[config.mk]
export PLATFORM = sky130hd
export DESIGN_NAME = fifo_page_replacement
export DESIGN_NICKNAME = d
export VERILOG_FILES = /design/src/hw/rtl/fpr_pkg.sv /design/src/hw/rtl/fpr_ctrl.sv /design/src/hw/rtl/fpr_dp.sv /design/src/hw/rtl/fifo_page_replacement.sv
export VERILOG_INCLUDE_DIRS = /design/src /design/src/hw/rtl
export SDC_FILE = /design/constraint.sdc
export NUM_CORES = 1
export LEC_CHECK = 0
export CORE_MARGIN = 4
export CORE_UTILIZATION = 64
export CTS_CLUSTER_DIAMETER = 50
export DETAILED_ROUTE_END_ITERATION = 7
export DONT_BUFFER_PORTS = 1
export MAX_ROUTING_LAYER = met4
export PLACE_DENSITY = 0.8
export SYNTH_ARGS = -nofsm -noshare
export SYNTH_HDL_FRONTEND = slang
export SYNTH_SLANG_ARGS = --single-unit
[constraint.sdc]
create_clock -name i_clk -period 5.2 [get_ports i_clk]
set_input_delay 0.26 -clock i_clk [delete_from_list [all_inputs] [get_ports i_clk]]
set_output_delay 0.26 -clock i_clk [all_outputs]
set_load 0.02 [all_outputs]
[src/hw/rtl/fifo_page_replacement_defines.svh]
// Assertion macros for the RTL files of the page replacement block.
`ifndef FIFO_PAGE_REPLACEMENT_DEFINES_SVH
`define FIFO_PAGE_REPLACEMENT_DEFINES_SVH

// Same-cycle implication, disabled while reset is asserted.
`define FPR_ASSERT_IMPLY(label, clk, rst_n, cond, expr) \
    label: assert property (@(posedge clk) disable iff (!rst_n) (cond) |-> (expr)) \
        else $error("fpr assertion failed");

// Next-cycle implication, disabled while reset is asserted.
`define FPR_ASSERT_NEXT(label, clk, rst_n, cond, expr) \
    label: assert property (@(posedge clk) disable iff (!rst_n) (cond) |=> (expr)) \
        else $error("fpr assertion failed");

`endif

[src/hw/rtl/fpr_pkg.sv]
`timescale 1ns / 1ps

package fpr_pkg;

    // Frame store geometry.
    localparam int FRAMES  = 16;
    localparam int FRAME_W = (FRAMES > 1) ? $clog2(FRAMES) : 1;
    localparam int CNT_W   = FRAME_W + 1;
    localparam int PAGE_W  = 32;
    localparam int ADDR_W  = 32;
    localparam int CFG_W   = 5;
    localparam int CNT32_W = 32;

    localparam logic [CNT32_W-1:0] FAULT_MAX = '1;

    // Configuration register indexes.
    localparam logic CFG_OFFSET_BITS   = 1'b0;
    localparam logic CFG_FRAMES_IN_USE = 1'b1;

    // Configuration reset values.
    localparam logic [CFG_W-1:0] OFFSET_RST = CFG_W'(12);
    localparam logic [CFG_W-1:0] FRAMES_RST = CFG_W'(16);

    // Commands from the controller to the datapath.
    typedef struct packed {
        logic capture;
        logic exec;
    } t_ctrl_cmd;

    // Clamp the programmed frame count into 1..FRAMES.
    function automatic logic [CNT_W-1:0] eff_frames(input logic [CFG_W-1:0] f);
        logic [CNT_W-1:0] n;
        n = '0;
        if (f == '0) begin
            n = CNT_W'(1);
        end else if (32'(f) > FRAMES) begin
            n = CNT_W'(FRAMES);
        end else begin
            n = CNT_W'(f);
        end
        return n;
    endfunction

endpackage

[src/hw/rtl/fpr_ctrl.sv]
`timescale 1ns / 1ps

`include "fifo_page_replacement_defines.svh"

module fpr_ctrl
    import fpr_pkg::*;
(
    input  logic      i_clk,
    input  logic      i_rst_n,
    input  logic      i_in_valid,
    output logic      o_in_ready,
    output logic      o_out_valid,
    input  logic      i_out_ready,
    output t_ctrl_cmd o_cmd
);

    localparam logic S_IDLE = 1'b0;
    localparam logic S_LOOK = 1'b1;

    logic r_state, n_state;
    logic r_out_valid, n_out_valid;
    logic w_slot_free;

    // The result slot is free when empty or when its beat leaves this cycle.
    assign w_slot_free = !r_out_valid || i_out_ready;

    // Next state and commands.
    always_comb begin
        n_state     = r_state;
        o_cmd       = '0;
        o_in_ready  = 1'b0;
        unique case (r_state)
            S_IDLE: begin
                o_in_ready = 1'b1;
                if (i_in_valid) begin
                    o_cmd.capture = 1'b1;
                    n_state       = S_LOOK;
                end
            end
            S_LOOK: begin
                if (w_slot_free) begin
                    o_cmd.exec = 1'b1;
                    n_state    = S_IDLE;
                end
            end
            default: n_state = S_IDLE;
        endcase
    end

    // Output valid flag.
    always_comb begin
        n_out_valid = r_out_valid;
        if (o_cmd.exec) begin
            n_out_valid = 1'b1;
        end else if (i_out_ready) begin
            n_out_valid = 1'b0;
        end
    end

    always_ff @(posedge i_clk) begin
        if (!i_rst_n) begin
            r_state     <= S_IDLE;
            r_out_valid <= 1'b0;
        end else begin
            r_state     <= n_state;
            r_out_valid <= n_out_valid;
        end
    end

    assign o_out_valid = r_out_valid;

    // An accepted beat always leads into the lookup cycle.
    `FPR_ASSERT_NEXT(a_accept_look, i_clk, i_rst_n, i_in_valid && o_in_ready, r_state == S_LOOK)
    // A lookup always leaves a result waiting.
    `FPR_ASSERT_NEXT(a_exec_result, i_clk, i_rst_n, o_cmd.exec, r_out_valid)
    // A stalled result is never dropped.
    `FPR_ASSERT_NEXT(a_hold_result, i_clk, i_rst_n, r_out_valid && !i_out_ready, r_out_valid)
    // No new item is taken while one is being looked up.
    `FPR_ASSERT_IMPLY(a_no_overlap, i_clk, i_rst_n, r_state == S_LOOK, !o_cmd.capture)

endmodule

[src/hw/rtl/fpr_dp.sv]
`timescale 1ns / 1ps

module fpr_dp
    import fpr_pkg::*;
(
    input  logic                 i_clk,
    input  logic                 i_rst_n,
    input  t_ctrl_cmd            i_cmd,
    input  logic                 i_cfg_we,
    input  logic                 i_cfg_idx,
    input  logic [CFG_W-1:0]     i_cfg_data,
    input  logic [ADDR_W-1:0]    i_virt_addr,
    input  logic                 i_new_run,
    output logic                 o_fault,
    output logic [FRAME_W-1:0]   o_frame_index,
    output logic [CNT32_W-1:0]   o_fault_count
);

    logic [CFG_W-1:0]   r_offset;
    logic [CFG_W-1:0]   r_frames;
    logic [PAGE_W-1:0]  r_page;
    logic               r_new_run;
    logic [PAGE_W-1:0]  r_frame_page [FRAMES];
    logic [FRAMES-1:0]  r_frame_valid;
    logic [FRAME_W-1:0] r_ptr;
    logic [CNT32_W-1:0] r_count;
    logic               r_fault;
    logic [FRAME_W-1:0] r_frame_index;
    logic [CNT32_W-1:0] r_fault_count;

    logic [CNT_W-1:0]   w_n;
    logic [FRAMES-1:0]  w_valid_eff;
    logic [FRAME_W-1:0] w_ptr_eff;
    logic [CNT32_W-1:0] w_count_eff;
    logic               w_hit;
    logic [FRAME_W-1:0] w_hit_idx;
    logic [FRAME_W-1:0] w_victim;
    logic [CNT_W-1:0]   w_victim_inc;
    logic [FRAME_W-1:0] w_next_ptr;
    logic [FRAME_W-1:0] w_slot;
    logic [CNT32_W-1:0] w_count_new;
    logic [FRAMES-1:0]  w_valid_new;

    // Configuration registers.
    always_ff @(posedge i_clk) begin
        if (!i_rst_n) begin
            r_offset <= OFFSET_RST;
            r_frames <= FRAMES_RST;
        end else if (i_cfg_we) begin
            unique case (i_cfg_idx)
                CFG_OFFSET_BITS:   r_offset <= i_cfg_data;
                CFG_FRAMES_IN_USE: r_frames <= i_cfg_data;
                default: ;
            endcase
        end
    end

    // Capture the page number of the accepted beat.
    always_ff @(posedge i_clk) begin
        if (i_cmd.capture) begin
            r_page    <= PAGE_W'(i_virt_addr >> r_offset);
            r_new_run <= i_new_run;
        end
    end

    // A new run sees an empty store, pointer zero and count zero.
    assign w_n         = eff_frames(r_frames);
    assign w_valid_eff = r_new_run ? '0 : r_frame_valid;
    assign w_ptr_eff   = r_new_run ? '0 : r_ptr;
    assign w_count_eff = r_new_run ? '0 : r_count;

    // Parallel tag compare; the lowest matching frame wins.
    always_comb begin
        w_hit     = 1'b0;
        w_hit_idx = '0;
        for (int i = FRAMES - 1; i >= 0; i--) begin
            if ((CNT_W'(i) < w_n) && w_valid_eff[i] && (r_frame_page[i] == r_page)) begin
                w_hit     = 1'b1;
                w_hit_idx = FRAME_W'(i);
            end
        end
    end

    // Victim choice and pointer advance; a stale pointer falls back to frame zero.
    assign w_victim     = ({1'b0, w_ptr_eff} < w_n) ? w_ptr_eff : '0;
    assign w_victim_inc = {1'b0, w_victim} + CNT_W'(1);
    assign w_next_ptr   = (w_victim_inc >= w_n) ? '0 : w_victim_inc[FRAME_W-1:0];
    assign w_slot       = w_hit ? w_hit_idx : w_victim;

    // Saturating fault count.
    always_comb begin
        w_count_new = w_count_eff;
        if (!w_hit && (w_count_eff != FAULT_MAX)) begin
            w_count_new = w_count_eff + CNT32_W'(1);
        end
    end

    always_comb begin
        w_valid_new = w_valid_eff;
        if (!w_hit) begin
            w_valid_new[w_victim] = 1'b1;
        end
    end

    // Control state of the store.
    always_ff @(posedge i_clk) begin
        if (!i_rst_n) begin
            r_frame_valid <= '0;
            r_ptr         <= '0;
            r_count       <= '0;
        end else if (i_cmd.exec) begin
            r_frame_valid <= w_valid_new;
            r_ptr         <= w_hit ? w_ptr_eff : w_next_ptr;
            r_count       <= w_count_new;
        end
    end

    // Page tags, written on a fault.
    always_ff @(posedge i_clk) begin
        if (i_cmd.exec && !w_hit) begin
            r_frame_page[w_victim] <= r_page;
        end
    end

    // Result register.
    always_ff @(posedge i_clk) begin
        if (i_cmd.exec) begin
            r_fault       <= !w_hit;
            r_frame_index <= w_slot;
            r_fault_count <= w_count_new;
        end
    end

    assign o_fault       = r_fault;
    assign o_frame_index = r_frame_index;
    assign o_fault_count = r_fault_count;

endmodule

[src/hw/rtl/fifo_page_replacement.sv]
`timescale 1ns / 1ps

// FIFO page replacement: a fully associative store of page frames.
// Input channel (i_in_valid / o_in_ready) carries one access per beat:
// a virtual address and a new_run flag that empties the store first.
// Output channel (o_out_valid / i_out_ready) returns one beat per access:
// hit or fault, the frame holding the page and the saturating fault count.
// Configuration is a plain write port (i_cfg_we, i_cfg_idx, i_cfg_data):
// index 0 sets the page offset bits, index 1 the number of frames in use.
// Each access has a capture cycle that shifts out the page number, then
// a lookup cycle that compares all frames in parallel, updates the store
// and registers the result; no new access is accepted during the lookup.
// The result sits in an output register, so the next access is accepted
// while it waits. If the receiver stalls, the lookup cycle holds until the
// output register is free, and the input side then stalls too.
// Reset empties all frames, clears the pointer and the fault count and
// loads 12 offset bits and 16 frames; no clearing pass is needed.
module fifo_page_replacement
    import fpr_pkg::*;
(
    input  logic                 i_clk,
    input  logic                 i_rst_n,
    input  logic                 i_cfg_we,
    input  logic                 i_cfg_idx,
    input  logic [CFG_W-1:0]     i_cfg_data,
    input  logic                 i_in_valid,
    output logic                 o_in_ready,
    input  logic [ADDR_W-1:0]    i_virt_addr,
    input  logic                 i_new_run,
    output logic                 o_out_valid,
    input  logic                 i_out_ready,
    output logic                 o_fault,
    output logic [FRAME_W-1:0]   o_frame_index,
    output logic [CNT32_W-1:0]   o_fault_count
);

    t_ctrl_cmd w_cmd;

    // Sequencer.
    fpr_ctrl u_ctrl (
        .i_clk       (i_clk),
        .i_rst_n     (i_rst_n),
        .i_in_valid  (i_in_valid),
        .o_in_ready  (o_in_ready),
        .o_out_valid (o_out_valid),
        .i_out_ready (i_out_ready),
        .o_cmd       (w_cmd)
    );

    // Frame store, lookup and counters.
    fpr_dp u_dp (
        .i_clk         (i_clk),
        .i_rst_n       (i_rst_n),
        .i_cmd         (w_cmd),
        .i_cfg_we      (i_cfg_we),
        .i_cfg_idx     (i_cfg_idx),
        .i_cfg_data    (i_cfg_data),
        .i_virt_addr   (i_virt_addr),
        .i_new_run     (i_new_run),
        .o_fault       (o_fault),
        .o_frame_index (o_frame_index),
        .o_fault_count (o_fault_count)
    );

endmodule
==> results of run 1 <==
-- registers in the layout, summed over array words and instances, names as in the netlist, 4 cells and up --
name and cells:
u_dp.r_frames 5, u_dp.r_ptr 4, u_dp.r_frame_page 512, u_dp.o_fault_count 32, u_dp.r_offset 5, u_dp.r_page 32
u_dp.r_count 32, u_dp.r_frame_valid 16, u_dp.o_frame_index 4
-- worst max-delay path, cell delays in order (launching register included) --
cell and delay (ns):
edfxtp_1 0.71, buf_4 0.40, nor2b_1 0.27, nand3_1 0.18, nor2b_1 0.37, nand3_1 0.29
nor2_1 0.50, nand3_1 0.51, nand2_2 0.67, buf_4 0.29, nor2_1 0.07, xor2_1 0.14
-- area by class of cell --
class / count / share of cell area [%]
Sequential cell: 646 / 54.3
Multi-Input combinational cell: 1655 / 33.5
Clock buffer: 95 / 5.71
Timing Repair Buffer: 103 / 3.11
Tap cell: 615 / 2.23
Clock inverter: 36 / 0.830
Inverter: 30 / 0.326
Antenna cell: 1 / 0.00725
-- layer usage --
metal,part of all wire (%),wire [µm],global-route usage [%]
met1,40,33300,44.4
met5,0,0,-
met4,3.4,2790,9.93
met3,10,8350,5.88
met2,46,38500,49.0
-- path summary, 6_finish.rpt --
path / startpoint / endpoint
max: u_dp.r_new_run$_DFFE_PP_ / u_dp.o_fault_count[19]$_DFFE_PP_
max reg2reg: u_dp.r_new_run$_DFFE_PP_ / u_dp.o_fault_count[19]$_DFFE_PP_
min: i_cfg_we / u_dp.r_frames[3]$_SDFFE_PN0P_
min reg2reg: u_dp.r_frame_valid[12]$_SDFFE_PN0P_ / u_dp.r_frame_valid[12]$_SDFFE_PN0P_
-- per-stage QoR --
| step | power [W] | util [%] | setup WS, ns | hold WS (ns) |
|---|---|---|---|---|
| 6_report | 0.0121 | 72.0 | 0.523 | 0.0305 |
| 5_1_grt | 0.0124 | 72.0 | 0.274 | 0.0336 |
| 4_1_cts | 0.0121 | 72.0 | 0.721 | 0.00548 |
| 3_5_place_dp | 0.00726 | 67.0 | 0.751 | 0.328 |
| 3_3_place_gp | 0.00723 | 67.0 | 0.793 | 0.326 |
| 2_1_floorplan | 0.00683 | - | 0.684 | 0.359 |
-- cells by family (layout without fill, tap and decap cells) --
family / after synthesis / count (layout) / synth area share (%)
mux: 53 / 53 / 2.37
flops: 646 / 646 / 60.1
fa+ha+maj: 13 / 13 / 0.505
xor+xnor: 526 / 526 / 14.8
buf+inv: 154 / 264 / 2.94
other cells: 0 / 1 / 0
compound gates: 211 / 211 / 4.33
simple gates: 852 / 852 / 14.9
-- timing repair --
item / 4_1_cts / 5_1_grt
hold buffers: 15 / 0
hold endpoints to repair: 22 / 0
buffers inserted: 0 / 0
-- synth_stat cells (all sizes together) (30+ instances only) --
cell type and number:
xor2 196, dfxtp 64, inv 30, nor2 121, nor2b 38, clkbuf 37, mux2i 31, nor4 89
a31oi 31, nor3 39, nand3 61, o21ai 56, nand2 190, nand4 157, a21oi 46, buf 87
edfxtp 582, xnor2 330
-- where the power goes --
part | switching, W | internal, W | total, W
combinational | 0.000859 | 0.000437 | 0.00130
clock | 0.00204 | 0.00284 | 0.00488
sequential | 0.000112 | 0.00579 | 0.00590
total | 0.00301 | 0.00907 | 0.0121
==> summary.md, run 1 <==
| Metric | Value |
|---|---|
| Worst-skew pair later-pin latency | `0.61 ns` |
| I/O Pins | `83` |
| Syn avg cell area | `around 13 µm²` |
| Synth warnings | `0` |
| Sequential Area | `18800 µm²` |
| Area Growth Syn to Fin | `10.7%` |
| Top_reg_cell synth | `edfxtp_1` |
| Post_cts resized | `0` |
| RSZ-0062 raised after global routing | `no` |
| Multi-input logic area | `11600 µm²` |
| Final Hold Fails | `0` |
| Crit path kind | `reg -> reg` |
| Synthesized Nets | `2510` |
| Most frequent cells in the layout | `edfxtp_1 (582), xnor2_1 (330), xor2_1 (195), nand2_1 (189), nand4_1 (157)` |
| Total CTS buffers | `71` |
| Core box area | `47900 µm²` |
| Die H | `229 µm` |
| Layout Nets | `2562` |
| Total gr overflow | `0` |
| Final Skew | `between 0.02 and 0.03 ns` |
| Max Buffers Root-to-Sink | `3` |
| Setup TNS | `0 ns` |
| Async set-reset flop share out of synthesis | `0%` |
| Count of pins over their slew limit | `0` |
| Initial Utilization | `between 60 and 70%` |
| Hold Crit Class | `in -> reg` |
| Die ar. | `roughly 52000 µm²` |
| GPL Wtd Cong | `slightly below 1` |
| Synth Register Bits | `646` |
| Wire per inst | `26.1 µm` |
| Layout cells sized above 1 | `under 10%` |
| Initial drt markers | `about 2.8k` |
| # setup viols final | `0` |
| CTS tree | `built` |
| R2R depth | `11` |
| Synth cell types | `78` |
| Post-DP Area | `~32000 µm²` |
| Non-filler cells, final | `~3.2k` |
| Normalized max-slew margin | `around a fifth` |
| Mapped Area | `between 30000 and 40000 µm²` |
| Post-synth EDFFs | `582` |
| Vias in the first global route | `roughly 20k` |
| Final period util | `between 80% and 90%` |
| First-pass GRT wire length | `between 100000 and 150000 µm` |
| Worst-Margin Slew | `~1.2 ns` |
| Pin count of the biggest net entering global routing | `52` |
| Leak | `11.1 nW` |
| GRT Util Overall | `between 30% and 40%` |
| Post-synth top area share | `a little under three fifths` |
| Data required, critical path | `~5.5 ns` |
| Seq/Total Area, Yosys | `60.1%` |
| Cell Rows | `80` |
| CP max FO | `37` |
| Area leader, netlist | `edfxtp_1` |
| H-tree level count | `3` |
| First-pass detailed-route iteration total | `6` |
| Max Cap Violations | `0` |
| Status | `finished, final reports clean` |
| Clk slew on worst S/H paths | `0.06 ns` |
| Peak supply drop | `0.000327 V` |
| Post-route ant nets | `0` |
| Nature of the critical path endpoint | `register` |
| Final wirelength | `~83000 µm` |
| Most common cell after layout, fill and taps aside | `edfxtp_1` |
| Cells after DPL | `a little over 3k` |
| Fmax | `approximately 210 MHz` |
| Root Buffer | `clkbuf_16` |
| Flop-to-flop setup slack | `0.52 ns` |
| DRC | `0` |
| Clock sinks | `about 650` |
| Die W | `about 230 µm` |
| # fillers | `around 3.1k` |
| Data arrival time of the worst path | `roughly 5 ns` |
| Vias/cell | `around 6.6` |
| Tmin final | `4.68 ns` |
| Hpwl dp | `around 52000 µm` |
| Final Instance Area | `34500 µm²` |
| Initial antenna violation count | `1` |
| Synth area leaders | `edfxtp_1 (56%), xnor2_1 (9.3%), xor2_1 (5.5%)` |
| Via count | `21.1k` |
| PwrDens | `approximately 350 nW/µm²` |
| WHS Path Cells | `3` |
| Mapped Cells | `2455` |
| PortBufs | `0` |
| Startpoint types | `register` |
No activity file was read; power rests on OpenSTA's default activity.
==> run 2, diff against run 1 <==
--- a/config.mk
+++ b/config.mk
@@ -6,11 +6,13 @@
 export SDC_FILE = /design/constraint.sdc
 export NUM_CORES = 1
 export LEC_CHECK = 0
+export CAP_MARGIN = 15
 export CORE_MARGIN = 4
 export CORE_UTILIZATION = 64
 export CTS_CLUSTER_DIAMETER = 50
 export DETAILED_ROUTE_END_ITERATION = 7
 export DONT_BUFFER_PORTS = 1
+export GPL_TIMING_DRIVEN = 0
 export MAX_ROUTING_LAYER = met4
 export PLACE_DENSITY = 0.8
 export SYNTH_ARGS = -nofsm -noshare
==> run 2 against run 1 <==
  * The flow now finishes with violations (negative setup slack)
  * Critical path depth up 1
  * Power grew 2.7%
  * Clock-buffer cell count down 3
  * Routed wire length is 31% higher
  * Sequential power about the same
  * Combinational power up 23%
  * Non-clock buffer count increased by 82
  * Via count grew 9.7%
  * Final area rose by 2.0%
  * Clock power barely moved
  * Critical endpoint is now u_dp.r_frame_page[6][18]$_DFFE_PP_
==> summary.md, run 2 (synthesized netlist as in run 1, its figures left out) <==
| Metric | Value |
|---|---|
| Critical path cell sequence | `buf_16 -> buf_2 -> buf_4 -> xnor2_1 -> nand4_1 -> nor3_1 -> nand4_1 -> nand4_1 -> nor4_4 -> and2_2 -> nand2_2 -> nor2_4` |
| Vias/cell | `7.06 (+6.6%)` |
| PwrDens | `352 nW/µm² (+0.67%)` |
| Startpoint types | `register` |
| Power Total | `0.0124 W (+2.7%)` |
| Worst-Margin Slew | `1.29 ns (+0.0991 ns)` |
| R2R Path Start | `u_dp.r_page[20]$_SDFFCE_PP0P_` |
| Normalized max-slew margin | `12.8% (-7.7 points)` |
| Flop-to-flop setup slack | `-0.003 ns (-0.53 ns)` |
| H-tree level count | `3 (unchanged)` |
| Worst Hold Margin | `0.0133 ns (-0.0172 ns)` |
| Tmin final | `5.20 ns (+0.526 ns)` |
| Clk slew on worst S/H paths | `0.06 ns (about the same)` |
| CP max FO | `16 (-57%)` |
| Final Instance Area | `35200 µm² (+2.0%)` |
| Initial drt markers | `4325 (+54%)` |
| Layout cells sized above 1 | `11.4% (+1.7 points)` |
| Via count | `23.1k (+9.7%)` |
| Data required, critical path | `5.45 ns (-0.09 ns)` |
| Final Skew | `0.0435 ns (+0.0169 ns)` |
| Biggest register | `u_dp.r_frame_page` |
| Max Buffers Root-to-Sink | `3 (unchanged)` |
| Die ar. | `52400 µm² (unchanged)` |
| Violated checks | `negative setup slack` |
| Nature of the critical path endpoint | `register` |
| Cell Rows | `80 (unchanged)` |
| I/O Pins | `83 (unchanged)` |
| Final Core Density | `73.5% (+1.4 points)` |
| Hold Crit Class | `in -> reg` |
| DRC | `0 (unchanged)` |
| Wire per inst | `33.1 µm (+27%)` |
| Fmax | `192 MHz (-10%)` |
| Final Hold Fails | `0 (unchanged)` |
| Area Growth Syn to Fin | `12.9%` |
| Hpwl dp | `67600 µm (+29%)` |
| First-pass GRT wire length | `152000 µm (+23%)` |
| FF-to-FF End | `u_dp.r_frame_page[6][18]$_DFFE_PP_` |
| Slowest stage delay, CP | `0.76 ns (+0.05 ns)` |
| Status | `complete, but fails checks` |
| Final period util | `100% (+10 points)` |
| Count of pins over their slew limit | `0 (unchanged)` |
| Die W | `229 µm (unchanged)` |
| WHS Path Cells | `2 (-1)` |
| Total CTS buffers | `72 (+1.4%)` |
| Worst-skew pair later-pin latency | `0.62 ns (about the same)` |
| Worst path slowest cell | `edfxtp_1` |
| RSZ-0062 raised after global routing | `no` |
| Crit path kind | `reg -> reg` |
| Most common cell after layout, fill and taps aside | `edfxtp_1` |
| Initial Utilization | `65.1% (unchanged)` |
| First-pass detailed-route iteration total | `8 (+2)` |
| PortBufs | `0 (unchanged)` |
| Max Cap Violations | `0 (unchanged)` |
| Data arrival time of the worst path | `5.46 ns (+0.44 ns)` |
| # setup viols final | `15 (+15)` |
| Clock sinks | `646 (unchanged)` |
| Most frequent cells in the layout | `edfxtp_1 (582), xnor2_1 (330), xor2_1 (195), nand2_1 (185), nand4_1 (157)` |
| Most frequent CP cell | `nand4_1` |
| Die H | `229 µm (unchanged)` |
| Core box area | `47900 µm² (unchanged)` |
| Post-DP Area | `32500 µm² (+1.0%)` |
| R2R depth | `12 (+1)` |
| GPL Wtd Cong | `1.04 (+7.9%)` |
| Hold EP | `u_dp.r_page[31]$_SDFFCE_PP0P_` |
| Peak supply drop | `0.000314 V (-4.0%)` |
| Layout Nets | `2654 (+3.6%)` |
| Root Buffer | `clkbuf_16` |
| CTS tree | `built` |
| Vias in the first global route | `21.9k (+7.3%)` |
| Post-route ant nets | `0 (unchanged)` |
| Total gr overflow | `0 (unchanged)` |
| GRT Util Overall | `41.9% (+9.9 points)` |
| Hold Path Origin | `i_virt_addr[31]` |
| Leak | `11.4 nW (+2.7%)` |
| Initial antenna violation count | `5 (+4)` |
| Pin count of the biggest net entering global routing | `34 (-35%)` |
| Final wirelength | `108000 µm (+31%)` |
| Max reg flops | `512 (unchanged)` |
| Final worst setup slack | `-0.00264 ns (-0.526 ns)` |
| Setup TNS | `-0.0239 ns (-0.0239 ns)` |
[run 2: cell count changes in the layout (fill, tap and decap cells not counted), moves of 11 or more]
cell      previous run  this run
clkbuf_1            18        51
nor2_4               0        21
buf_2                0        20
buf_6                0        20
buf_12              21         3
buf_16               0        13
nor2_2              12         1
[run 2: what timing repair did]
action | in CTS | in global routing
gates resized for setup | 18 | 4
cloned | 9 | 0
hold endpoints to repair | 14 | 0
endpoints found under the setup margin | 516 | 264
setup buffers | 29 | 5
hold buffers | 13 | 0
pin swaps | 10 | 3
[run 2: layout make-up]
cell class	count	area, µm²
well taps	615	769
flip-flops and latches	646	18800
fillers	3109	12700
diodes	2	5.00
multi-input cells	1664	11700
repair buffers	63	808
clock inverters	39	295
inverters	30	113
clock buffers	92	1940
plain buffers	122	798
[run 2: critical path: cells and delay by family (launching register included)]
family | cells | cell delay, ns
and+or+nand+nor | 8 | 2.77
buffers and inverters | 3 | 1.09
DFF | 1 | 0.76
xor gates and xnor gates | 1 | 0.18
[run 2: worst max path at each step]
stage,cells after the start,endpoint,start,slack [ns]
6_report,12,u_dp.r_frame_page[6][18]$_DFFE_PP_,u_dp.r_page[20]$_SDFFCE_PP0P_,-0.003
5_1_grt,12,u_dp.r_frame_page[6][18]$_DFFE_PP_,u_dp.r_page[20]$_SDFFCE_PP0P_,0.008
4_1_cts,20,u_dp.r_ptr[2]$_SDFFE_PN0P_,u_dp.r_new_run$_DFFE_PP_,0.07
3_5_place_dp,12,u_dp.r_frame_page[3][0]$_DFFE_PP_,u_dp.r_page[0]$_DFFE_PP_,-0.98
3_3_place_gp,12,u_dp.r_frame_page[6][5]$_DFFE_PP_,u_dp.r_page[20]$_SDFFCE_PP0P_,-2.08
2_1_floorplan,13,u_dp.r_frame_page[3][0]$_DFFE_PP_,u_dp.r_new_run$_DFFE_PP_,0.68
[run 2: routing by layer]
layer	up-vias	share of wire [%]	global-route usage, %	wire length [µm]
met5	-	0	-	0
met4	0	7.4	24.7	8000
met3	466	16	12.4	16900
met2	2034	43	58.6	46300
met1	11138	34	54.6	37200
li1	9473	-	-	-
[run 2: through the flow]
| stage | cells | setup WS, ns |
|---|---|---|
| after floorplan | 2455 | 0.684 |
| after global placement | 3070 | -2.08 |
| after detailed placement | 3085 | -0.977 |
| after CTS | 3266 | 0.0667 |
| after global routing | 3273 | 0.00804 |
| final | 3273 | -0.00264 |
[run 2: power by group]
part           leakage (nW)  internal (W)  switching, W
Combinational          4.49      0.000476       0.00112
Clock                  1.10       0.00280       0.00211
Sequential             5.83       0.00579      0.000102
Total                  11.4       0.00907       0.00333
